===== src/hdl/mbavg_pkg.sv =====
// Shared types and codes for the multichannel boxcar averager.
`timescale 1ns / 1ps

package mbavg_pkg;

    typedef enum logic
    {
        ST_IDLE,
        ST_READ
    } state_t;

    localparam logic KIND_SAMPLE = 1'b0;
    localparam logic KIND_QUERY  = 1'b1;

    localparam int SAMPLE_FIELD_BITS  = 12;
    localparam int CHANNEL_FIELD_BITS = 8;
    localparam int AVERAGE_FIELD_BITS = 12;
    localparam int IN_DATA_BITS       = 24;
    localparam int OUT_DATA_BITS      = 16;

endpackage


===== src/hdl/multichannel_boxcar_averager_unit.sv =====
// Top level: multichannel boxcar averager with per-channel running sums.
//
//  Port group  Dir  Carries
//  s_axis      in   tdata = sample[11:0], channel[19:12], zero pad; tuser = kind
//  m_axis      out  tdata = average[11:0], zero pad
//
// Each item is accepted while the memories are read (the sample store only for a
// sample), then read-modify-write of the sample entry and channel sum (or load of the
// result register for a query). The registered reads of the memories set this order.
// A query waits in the read state while the result register is still full.
// Reset is immediate: the store reads as zero until the write position wraps.
`timescale 1ns / 1ps

module multichannel_boxcar_averager_unit
    import mbavg_pkg::*;
#(
    parameter int CHANNELS    = 8,
    parameter int AVERAGES    = 16,
    parameter int SAMPLE_BITS = 12
) (
    input  logic                     clk,
    input  logic                     rst_n,
    input  logic                     s_tvalid,
    output logic                     s_tready,
    input  logic [IN_DATA_BITS-1:0]  s_tdata,   // sample[11:0], channel[19:12]
    input  logic [0:0]               s_tuser,   // kind[0]
    output logic                     m_tvalid,
    input  logic                     m_tready,
    output logic [OUT_DATA_BITS-1:0] m_tdata    // average[11:0]
);

    localparam int DEPTH    = CHANNELS * AVERAGES;
    localparam int ADDR_W   = $clog2(DEPTH);
    localparam int CH_W     = (CHANNELS > 1) ? $clog2(CHANNELS) : 1;
    localparam int LOG_A    = $clog2(AVERAGES);
    localparam int SUM_W    = SAMPLE_BITS + LOG_A;
    localparam int SHIFT    = SUM_W + LOG_A;
    localparam int RECIP_W  = SUM_W + 1;
    localparam int PROD_W   = SUM_W + RECIP_W;
    localparam logic [63:0] RECIP_FULL =
        ((64'd1 << SHIFT) + 64'(AVERAGES) - 64'd1) / 64'(AVERAGES);
    localparam logic [RECIP_W-1:0] RECIP = RECIP_FULL[RECIP_W-1:0];

    state_t                       state_reg, state_next;
    logic   [ADDR_W-1:0]          wp_reg, wp_next;
    logic   [CH_W-1:0]            wch_reg, wch_next;
    logic                         full_reg, full_next;
    logic                         kind_reg, kind_next;
    logic   [SAMPLE_BITS-1:0]     sample_reg, sample_next;
    logic                         in_range_reg, in_range_next;
    logic                         out_valid_reg, out_valid_next;
    logic   [AVERAGE_FIELD_BITS-1:0] out_avg_reg, out_avg_next;

    logic   [SAMPLE_FIELD_BITS-1:0]  in_sample;
    logic   [CHANNEL_FIELD_BITS-1:0] in_channel;
    logic                            in_kind;
    logic                            accept;
    logic   [SAMPLE_BITS+SAMPLE_FIELD_BITS-1:0] sample_wide;
    logic   [SAMPLE_BITS-1:0]                   in_sample_cut;

    logic                     smp_we, smp_re;
    logic [SAMPLE_BITS-1:0]   smp_rdata;
    logic                     sum_we, sum_re;
    logic [CH_W-1:0]          sum_raddr;
    logic [SUM_W-1:0]         sum_rdata, sum_wdata;
    logic [SAMPLE_BITS-1:0]   old_sample;

    logic [PROD_W-1:0]        product;
    logic [SAMPLE_BITS-1:0]   mean;
    logic [SAMPLE_BITS+AVERAGE_FIELD_BITS-1:0] mean_wide;

    assign in_sample  = s_tdata[SAMPLE_FIELD_BITS-1:0];
    assign in_channel = s_tdata[SAMPLE_FIELD_BITS +: CHANNEL_FIELD_BITS];
    assign in_kind    = s_tuser[0];
    assign accept     = s_tvalid && s_tready;

    // keep only the low SAMPLE_BITS of the reading
    assign sample_wide   = {{SAMPLE_BITS{1'b0}}, in_sample};
    assign in_sample_cut = sample_wide[SAMPLE_BITS-1:0];

    // entry at the write position is unwritten until the first wrap
    assign old_sample = full_reg ? smp_rdata : '0;
    assign sum_wdata  = sum_rdata - SUM_W'(old_sample) + SUM_W'(sample_reg);

    // divide by AVERAGES through a rounded-up reciprocal
    assign product   = PROD_W'(sum_rdata) * PROD_W'(RECIP);
    assign mean      = product[SHIFT +: SAMPLE_BITS];
    assign mean_wide = {{AVERAGE_FIELD_BITS{1'b0}}, mean};

    assign sum_raddr = (in_kind == KIND_QUERY) ? in_channel[CH_W-1:0] : wch_reg;

    mbavg_sample_mem #(
        .DEPTH  (DEPTH),
        .ADDR_W (ADDR_W),
        .DATA_W (SAMPLE_BITS)
    ) u_sample_mem (
        .clk   (clk),
        .we    (smp_we),
        .waddr (wp_reg),
        .wdata (sample_reg),
        .re    (smp_re),
        .raddr (wp_reg),
        .rdata (smp_rdata)
    );

    mbavg_sum_mem #(
        .ENTRIES (CHANNELS),
        .ADDR_W  (CH_W),
        .DATA_W  (SUM_W)
    ) u_sum_mem (
        .clk   (clk),
        .rst_n (rst_n),
        .we    (sum_we),
        .waddr (wch_reg),
        .wdata (sum_wdata),
        .re    (sum_re),
        .raddr (sum_raddr),
        .rdata (sum_rdata)
    );

    always_ff @(posedge clk or negedge rst_n)
    begin
        if (!rst_n)
        begin
            state_reg     <= ST_IDLE;
            wp_reg        <= '0;
            wch_reg       <= '0;
            full_reg      <= 1'b0;
            kind_reg      <= KIND_SAMPLE;
            in_range_reg  <= 1'b0;
            out_valid_reg <= 1'b0;
        end
        else
        begin
            state_reg     <= state_next;
            wp_reg        <= wp_next;
            wch_reg       <= wch_next;
            full_reg      <= full_next;
            kind_reg      <= kind_next;
            in_range_reg  <= in_range_next;
            out_valid_reg <= out_valid_next;
        end
    end

    always_ff @(posedge clk)
    begin
        sample_reg  <= sample_next;
        out_avg_reg <= out_avg_next;
    end

    always_comb
    begin
        state_next     = state_reg;
        wp_next        = wp_reg;
        wch_next       = wch_reg;
        full_next      = full_reg;
        kind_next      = kind_reg;
        sample_next    = sample_reg;
        in_range_next  = in_range_reg;
        out_valid_next = out_valid_reg;
        out_avg_next   = out_avg_reg;
        s_tready       = 1'b0;
        smp_we         = 1'b0;
        smp_re         = 1'b0;
        sum_we         = 1'b0;
        sum_re         = 1'b0;

        // drop the result once the transfer completes
        if (out_valid_reg && m_tready)
        begin
            out_valid_next = 1'b0;
        end

        unique case (state_reg)
            ST_IDLE:
            begin
                s_tready = 1'b1;
                if (accept)
                begin
                    smp_re        = (in_kind == KIND_SAMPLE);
                    sum_re        = 1'b1;
                    kind_next     = in_kind;
                    sample_next   = in_sample_cut;
                    in_range_next = (32'(in_channel) < CHANNELS);
                    state_next    = ST_READ;
                end
            end
            ST_READ:
            begin
                if (kind_reg == KIND_SAMPLE)
                begin
                    smp_we = 1'b1;
                    sum_we = 1'b1;
                    if (wp_reg == ADDR_W'(DEPTH - 1))
                    begin
                        wp_next   = '0;
                        full_next = 1'b1;
                    end
                    else
                    begin
                        wp_next = wp_reg + 1'b1;
                    end
                    if (wch_reg == CH_W'(CHANNELS - 1))
                    begin
                        wch_next = '0;
                    end
                    else
                    begin
                        wch_next = wch_reg + 1'b1;
                    end
                    state_next = ST_IDLE;
                end
                else if (!out_valid_reg || m_tready)
                begin
                    out_valid_next = 1'b1;
                    out_avg_next   = in_range_reg ?
                                     mean_wide[AVERAGE_FIELD_BITS-1:0] : '0;
                    state_next     = ST_IDLE;
                end
            end
            default:
            begin
                state_next = ST_IDLE;
            end
        endcase
    end

    assign m_tvalid = out_valid_reg;
    assign m_tdata  = {{(OUT_DATA_BITS-AVERAGE_FIELD_BITS){1'b0}}, out_avg_reg};

    a_sample_advances: assert property (@(posedge clk) disable iff (!rst_n)
        (accept && in_kind == KIND_SAMPLE) |-> ##2 (wp_reg != $past(wp_reg, 2)))
        else $error("sample transfer did not advance the write position");

    a_query_keeps_wp: assert property (@(posedge clk) disable iff (!rst_n)
        (accept && in_kind == KIND_QUERY) |-> ##2 (wp_reg == $past(wp_reg, 2)))
        else $error("query moved the write position");

    a_full_on_wrap: assert property (@(posedge clk) disable iff (!rst_n)
        $rose(full_reg) |-> (wp_reg == '0))
        else $error("store marked full without a wrap");

    a_result_from_query: assert property (@(posedge clk) disable iff (!rst_n)
        $rose(m_tvalid) |-> ($past(state_reg) == ST_READ && $past(kind_reg) == KIND_QUERY))
        else $error("result produced without a query");

endmodule


===== src/hdl/mbavg_sample_mem.sv =====
// Circular sample store: one write port, one registered read port.
`timescale 1ns / 1ps

module mbavg_sample_mem #(
    parameter int DEPTH  = 128,
    parameter int ADDR_W = 7,
    parameter int DATA_W = 12
) (
    input  logic              clk,
    input  logic              we,
    input  logic [ADDR_W-1:0] waddr,
    input  logic [DATA_W-1:0] wdata,
    input  logic              re,
    input  logic [ADDR_W-1:0] raddr,
    output logic [DATA_W-1:0] rdata
);

    logic [DATA_W-1:0] store_mem [DEPTH];
    logic [DATA_W-1:0] rdata_reg;

    always_ff @(posedge clk)
    begin
        if (we)
        begin
            store_mem[waddr] <= wdata;
        end
        if (re)
        begin
            rdata_reg <= store_mem[raddr];
        end
    end

    assign rdata = rdata_reg;

endmodule


===== src/hdl/mbavg_sum_mem.sv =====
// Per-channel running sum memory; a channel never written reads as zero.
`timescale 1ns / 1ps

module mbavg_sum_mem #(
    parameter int ENTRIES = 8,
    parameter int ADDR_W  = 3,
    parameter int DATA_W  = 16
) (
    input  logic              clk,
    input  logic              rst_n,
    input  logic              we,
    input  logic [ADDR_W-1:0] waddr,
    input  logic [DATA_W-1:0] wdata,
    input  logic              re,
    input  logic [ADDR_W-1:0] raddr,
    output logic [DATA_W-1:0] rdata
);

    logic [DATA_W-1:0]  sum_mem [ENTRIES];
    logic [DATA_W-1:0]  rdata_reg;
    logic [ENTRIES-1:0] valid_reg;
    logic               rvalid_reg;

    always_ff @(posedge clk)
    begin
        if (we)
        begin
            sum_mem[waddr] <= wdata;
        end
        if (re)
        begin
            rdata_reg <= sum_mem[raddr];
        end
    end

    always_ff @(posedge clk or negedge rst_n)
    begin
        if (!rst_n)
        begin
            valid_reg  <= '0;
            rvalid_reg <= 1'b0;
        end
        else
        begin
            if (we)
            begin
                valid_reg[waddr] <= 1'b1;
            end
            if (re)
            begin
                rvalid_reg <= valid_reg[raddr];
            end
        end
    end

    assign rdata = rvalid_reg ? rdata_reg : '0;

endmodule

===== config.mk =====
export PLATFORM = sky130hd
export DESIGN_NAME = multichannel_boxcar_averager_unit
export DESIGN_NICKNAME = d
export VERILOG_FILES = /design/src/hdl/mbavg_pkg.sv /design/src/hdl/multichannel_boxcar_averager_unit.sv /design/src/hdl/mbavg_sample_mem.sv /design/src/hdl/mbavg_sum_mem.sv
export SDC_FILE = /design/constraint.sdc
export NUM_CORES = 2
export LEC_CHECK = 0
export BUFFER_PORTS_ARGS = -buffer_cell sky130_fd_sc_hd__buf_4
export CAP_MARGIN = 20
export CORE_ASPECT_RATIO = 0.5
export CORE_UTILIZATION = 30
export CTS_CLUSTER_DIAMETER = 50
export DETAILED_ROUTE_END_ITERATION = 16
export PLACE_DENSITY = 0.55
export SLEW_MARGIN = 0
export SYNTH_ARGS = -nofsm -noshare
export SYNTH_HDL_FRONTEND = slang
export SYNTH_SLANG_ARGS = --single-unit

===== constraint.sdc =====
create_clock -name clk -period 5.7 [get_ports clk]
set_input_delay 1.14 -clock clk [delete_from_list [all_inputs] [get_ports clk]]
set_output_delay 1.14 -clock clk [all_outputs]
set_load 0.05 [all_outputs]

# After elaboration in Yosys (flattened, before gate mapping)
# Memories as Yosys holds them, arrays and structs flattened. A register that Yosys moved wholly into a read port is not among the register bits.
# Index checks and enable logic that the tools add are counted.
# totals
mem_bits_rw	1664
n_memories	2
out_inout_bits	18
regBits	48
inputBits	29
# mem_list
memory	depth	word_bits	read_ports	rd_clocked_by_memory_dff	wr	line	rtl
u_sample_mem.store_mem	128	12	1	1	1	mbavg_sample_mem.sv:18	logic [DATA_W-1:0] store_mem [DEPTH];
u_sum_mem.sum_mem	8	16	1	1	1	mbavg_sum_mem.sv:19	logic [DATA_W-1:0] sum_mem [ENTRIES];
# op_classes
n_mux	25
n_addsub	4
magnitude_cmp	4
eq_ne	2
bitwise	4
reduce_logical	9
# op_table
op	n
$mux 1	17
$add 16x12->16	1
$mux 16	1
$sub 16x12->16	1
$mux 12	1
$lt 3x4->1 const B	2
$lt 8x4->1 const B	1
$or 8x8->8	1
$add 7x1->7 const B	1
$eq 7x7->1 const B	1
$mux 7	1
$mux 3	2
$reduce_and 3->1	2
$reduce_and 2->1	2
$add 3x1->3 const B	1
$bmux 1 s3	1
$demux 1 s3	1
$eq 3x3->1 const B	1
$ge 3x1->1 const B	1
$logic_and 1x1->1	3
$not 1->1	3
$pmux 1 s2	1
$logic_not 1->1	1
$logic_or 1x1->1	1

# Longest topological paths before layout
# logic_depth
depth_word	5
depth_mapped	13

# By module
# From an unflattened synthesis, not the netlist that was laid out.
# unflattened
hier_cells	2909
area_unflattened_um2	67980.2
# modules_own_cells
module	cells_per_inst	seq_area_each_um2	area_each_um2	instances
mbavg_sample_mem	2362	46484.6	59248.1	1
mbavg_sum_mem	256	4549.4	5944.5	1
multichannel_boxcar_averager_unit	291	1096.1	2787.7	1

# Worst setup path before layout
# OpenSTA, ideal clock, no wires.
# synth_timing
kind	register to register
startpoint	reg sample_reg[1]
endpoint	mem u_sum_mem.sum_mem[0][12], data pin
required_time_ns	5.379
path_buffers	0
t_arrival_ns	4.568
path_slack_ns	0.811
period_less_slack_ns	4.889
path_stages_with_launch	10
path_cell_list	edfxtp_1 -> inv_1 -> fa_1 -> inv_1 -> fa_1 -> a21o_1 -> a21oi_1 -> o21ai_0 -> a41o_1 -> o311ai_0
# synth_via
elab_chain_len	1
# synth_rtl
item	line	rtl
start, declared	multichannel_boxcar_averager_unit.sv:49	logic [SAMPLE_BITS-1:0] sample_reg, sample_next;
start signal, assigned	multichannel_boxcar_averager_unit.sv:147	sample_reg <= sample_next;
$add 16x12->16	multichannel_boxcar_averager_unit.sv:83	assign sum_wdata = sum_rdata - SUM_W'(old_sample) + SUM_W'(sample_reg);
net sum_wdata[12]	multichannel_boxcar_averager_unit.sv:65	logic [SUM_W-1:0] sum_rdata, sum_wdata;
end, declared	mbavg_sum_mem.sv:19	
# The timed path passes the listed nets, and every way through them passes these cells.

==> flow_summary.toml <==
[synthesis]
yosys_warnings = 0
synth_adder_area_share = 0.00707
cell_variety_after_synth = 53
fraction_of_synthesized_area_in_multiplexers = 0.132
synth_top_flop_cell = "sky130_fd_sc_hd__edfxtp_1"
synth_top_area_cell = "sky130_fd_sc_hd__edfxtp_1"
combinational_family_with_the_most_area_after_synthesis = "multiplexers"
async_flop_share = 0.0138
post_synth_inst_count = 3285
post_synth_main_area_contributors = "sky130_fd_sc_hd__edfxtp_1 76%, sky130_fd_sc_hd__mux4_2 11%, sky130_fd_sc_hd__mux2i_1 2.2%, sky130_fd_sc_hd__a22oi_1 1.1%, sky130_fd_sc_hd__dfrtp_1 0.89%"
post_synth_and_or_nand_nor_area_fraction = 0.0271
synth_top_area_frac = 0.762
syn_avg_cell_area_sq_um = 20.6
complex_gate_fraction_of_the_synthesized_area = 0.0449
synthesis.area_sq_um = 67600
synth_xor_xnor_area_share = 0.00220
synth-seq-cells = 1740
synth_enable_flop_cells = 1716
synth_seq_area_share = 0.771

[placed_design]
gp_congestion = 0.847
dp_cell_count = 6334
post-dp-hpwl_mm = 96.3
placement.io_buffers = 38
postPlaceCellArea_sq_um = 72600
detailedPlace.worstSlack_ns = 1.55

[grt]
grt_max_degree = 105
global_route_wire_length_before_repair_mm = 232
groute.usage.overall = 0.139
gr-total-overflow = 0
grt_antenna_before_repair = 5
grt_pass1_vias = 33344

[clock_network]
post_cts.repair.setup_buffers = 0
cts_buffer_depth = 3
cts.hold.buffers_added = 0
latest_clock_arrival_within_the_worst_skew_pair_ns = 0.80
tritoncts_clock_tree = "done"
path_clk_slew_ns = 0.06
cts_made_buffers = 172
cts_root_buffer = "sky130_fd_sc_hd__clkbuf_16"
number_of_gates_resized_after_cts = 0
ctsHtreeMaxLevel = 4
cts.sinks = 1740

[die]
pin_count = 47
die_h_um = 338
die_width_um = 673
floorplan.core_area_sq_um = 223000
start_util = 0.304
core.rowCount = 122
die_area_sq_um = 227000

[drt]
post-route-drc-count = 0
drt_wl_total_mm = 160
ant_nets = 0
detail_route.vias_per_cell = 4.94
drt-wirelength-per-cell_um = 24.1
num_vias = 32833
drtPass1Iterations = 7
drt-initial-drc-count = 3082

[setup_path]
critical_path_arrival_ns = 4.69
timing.reg2reg.worst_path_depth = 7
reg2reg_slack_ns = 1.48
cp_data_required_time_ns = 6.17
worstReg2RegEnd = "u_sample_mem.rdata[7]"
startpoint_type = "flip-flop"
r2r_start = "wp_reg[0]"
capturing_element_type_of_the_critical_path = "flip-flop"
timing.setup.critical_path_class = "reg2reg"
timing.critical_path.fanout_max = 34

[sta]
rsz0062_at_grt = "false"
report.final.setup_viol = 0
min_setup_slack_post_route_ns = 1.48
fin_worst_skew_ns = 0.0370
setup_tns_ns = 0
final_max_slew_viol_count = 0
transition_time_of_the_tightest_slew_check_pin_ns = 1.07
period_needed_ns = 4.22
timing.fmax_mhz = 237
final_min_period_over_clock_period = 0.740
timing_hold_violations_final = 0
relSlewSlack = 0.288

[finish]
finalNetCount = 3600
antenna_cells = 0
layout.core_utilization = 0.351
final_cell_area_sq_um = 78200
flow.area_growth_from_synthesis_pct = 15.6
largest_register_ff_count = 1536
final_layout_size_suffix_gt1_frac = 0.241
layoutNonFillerInstCount = 6646

[run]
cap_viol_max_count = 0

[worst_hold_path]
hold_class = "in2async"

[outcome]
outcome = "completed"

[power_and_ir_drop]
vdd_drop_max_v = 0.000346
power-per-cell-area_nw_per_um2 = 440
p_leak_nw = 24.5
==> where the power goes <==
| part | leakage, nW | switching (mW) | internal [mW] |
|---|---|---|---|
| sequential | 15.7 | 0.305 | 14.7 |
| combinational | 6.17 | 4.87 | 3.47 |
| clock | 2.64 | 4.71 | 6.31 |
==> how the worst max path moves through the flow <==
stage / slack [ns] / depth (start not counted) / from / end
finish: 1.48 / 7 / wp_reg[0] / u_sample_mem.rdata[7]
global route: 1.28 / 7 / wp_reg[0] / u_sample_mem.rdata[7]
CTS: 1.52 / 7 / wp_reg[0] / u_sample_mem.rdata[7]
detailed placement: 1.55 / 7 / wp_reg[0] / u_sample_mem.rdata[7]
global placement: 1.57 / 7 / wp_reg[0] / u_sample_mem.rdata[7]
floorplan: 0.81 / 9 / sample_reg[1] / u_sum_mem.sum_mem[0][12]
==> cell families after synthesis <==
logic type,Yosys count
other cells,1
compound gates,405
buf+inv,227
fa+ha+maj,31
simple gates,377
flops,1740
xor+xnor,17
mux,487
==> synth_stat cells, types with 19 or more instances <==
library cell,n
sky130_fd_sc_hd__edfxtp_1,1716
sky130_fd_sc_hd__mux4_2,322
sky130_fd_sc_hd__mux2i_1,147
sky130_fd_sc_hd__nor2_1,146
sky130_fd_sc_hd__clkbuf_1,97
sky130_fd_sc_hd__a22oi_1,95
sky130_fd_sc_hd__a21oi_1,85
sky130_fd_sc_hd__buf_2,69
sky130_fd_sc_hd__nor2b_1,59
sky130_fd_sc_hd__nand2_1,57
sky130_fd_sc_hd__a211oi_1,50
sky130_fd_sc_hd__a22o_1,48
sky130_fd_sc_hd__and3_1,38
sky130_fd_sc_hd__a221oi_1,37
sky130_fd_sc_hd__inv_1,36
sky130_fd_sc_hd__a2111oi_0,24
sky130_fd_sc_hd__dfrtp_1,24
sky130_fd_sc_hd__ha_1,19
==> critical path: stages (launching register included) <==
cell and delay [ns]:
sky130_fd_sc_hd__dfrtp_4 0.94, sky130_fd_sc_hd__buf_4 0.40, sky130_fd_sc_hd__mux4_2 0.53, sky130_fd_sc_hd__a22o_1 0.28, sky130_fd_sc_hd__a221oi_2 0.40, sky130_fd_sc_hd__o22ai_1 0.27
sky130_fd_sc_hd__nor3_1 0.70, sky130_fd_sc_hd__o221ai_1 0.29
==> per-stage QoR <==
stage	power, mW	hold WS [ns]
finish	34.4	0.328
global route	35.7	0.305
CTS	34.7	0.283
detailed placement	23.7	0.456
global placement	23.6	0.446
floorplan	21.1	0.434
==> metal layers <==
metal,up-vias,global-route usage,wire (um)
met3,215,0.0231,9520
met5,-,0,0
met4,0,0.0393,3680
li1,14147,-,-
met2,991,0.224,75700
met1,17480,0.194,70900
==> cell usage in the layout (no fill, tap or decap), types with 13 or more instances in the layout <==
cell type / n
sky130_fd_sc_hd__edfxtp_1: 1716
sky130_fd_sc_hd__nor2_1: 141
sky130_fd_sc_hd__inv_1: 36
sky130_fd_sc_hd__buf_6: 15
sky130_fd_sc_hd__ha_1: 19
sky130_fd_sc_hd__a221oi_1: 37
sky130_fd_sc_hd__clkbuf_1: 40
sky130_fd_sc_hd__a22o_1: 48
sky130_fd_sc_hd__mux4_2: 322
sky130_fd_sc_hd__a211oi_1: 50
sky130_fd_sc_hd__clkinv_2: 20
sky130_fd_sc_hd__clkbuf_16: 180
sky130_fd_sc_hd__mux2i_1: 145
sky130_fd_sc_hd__a22oi_1: 95
sky130_fd_sc_hd__clkinv_1: 35
sky130_fd_sc_hd__nor3_1: 13
sky130_fd_sc_hd__mux2_2: 17
sky130_fd_sc_hd__a2111oi_0: 24
sky130_fd_sc_hd__and3_1: 38
sky130_fd_sc_hd__buf_4: 244
sky130_fd_sc_hd__a21oi_1: 85
sky130_fd_sc_hd__nand2_1: 56
sky130_fd_sc_hd__dfrtp_1: 22
sky130_fd_sc_hd__nor2b_1: 55
sky130_fd_sc_hd__and2_1: 16
==> cell type report <==
class                   instances  area [sq um]
flip-flops and latches       1740         52100
well taps                    2976          3720
inverters                      36           135
fillers                     20594        144000
multi-input cells            1321         14500
clock buffers                 221          4670
repair buffers                269          2210
clock inverters                83           758
No activity file was read; power rests on OpenSTA's default activity.
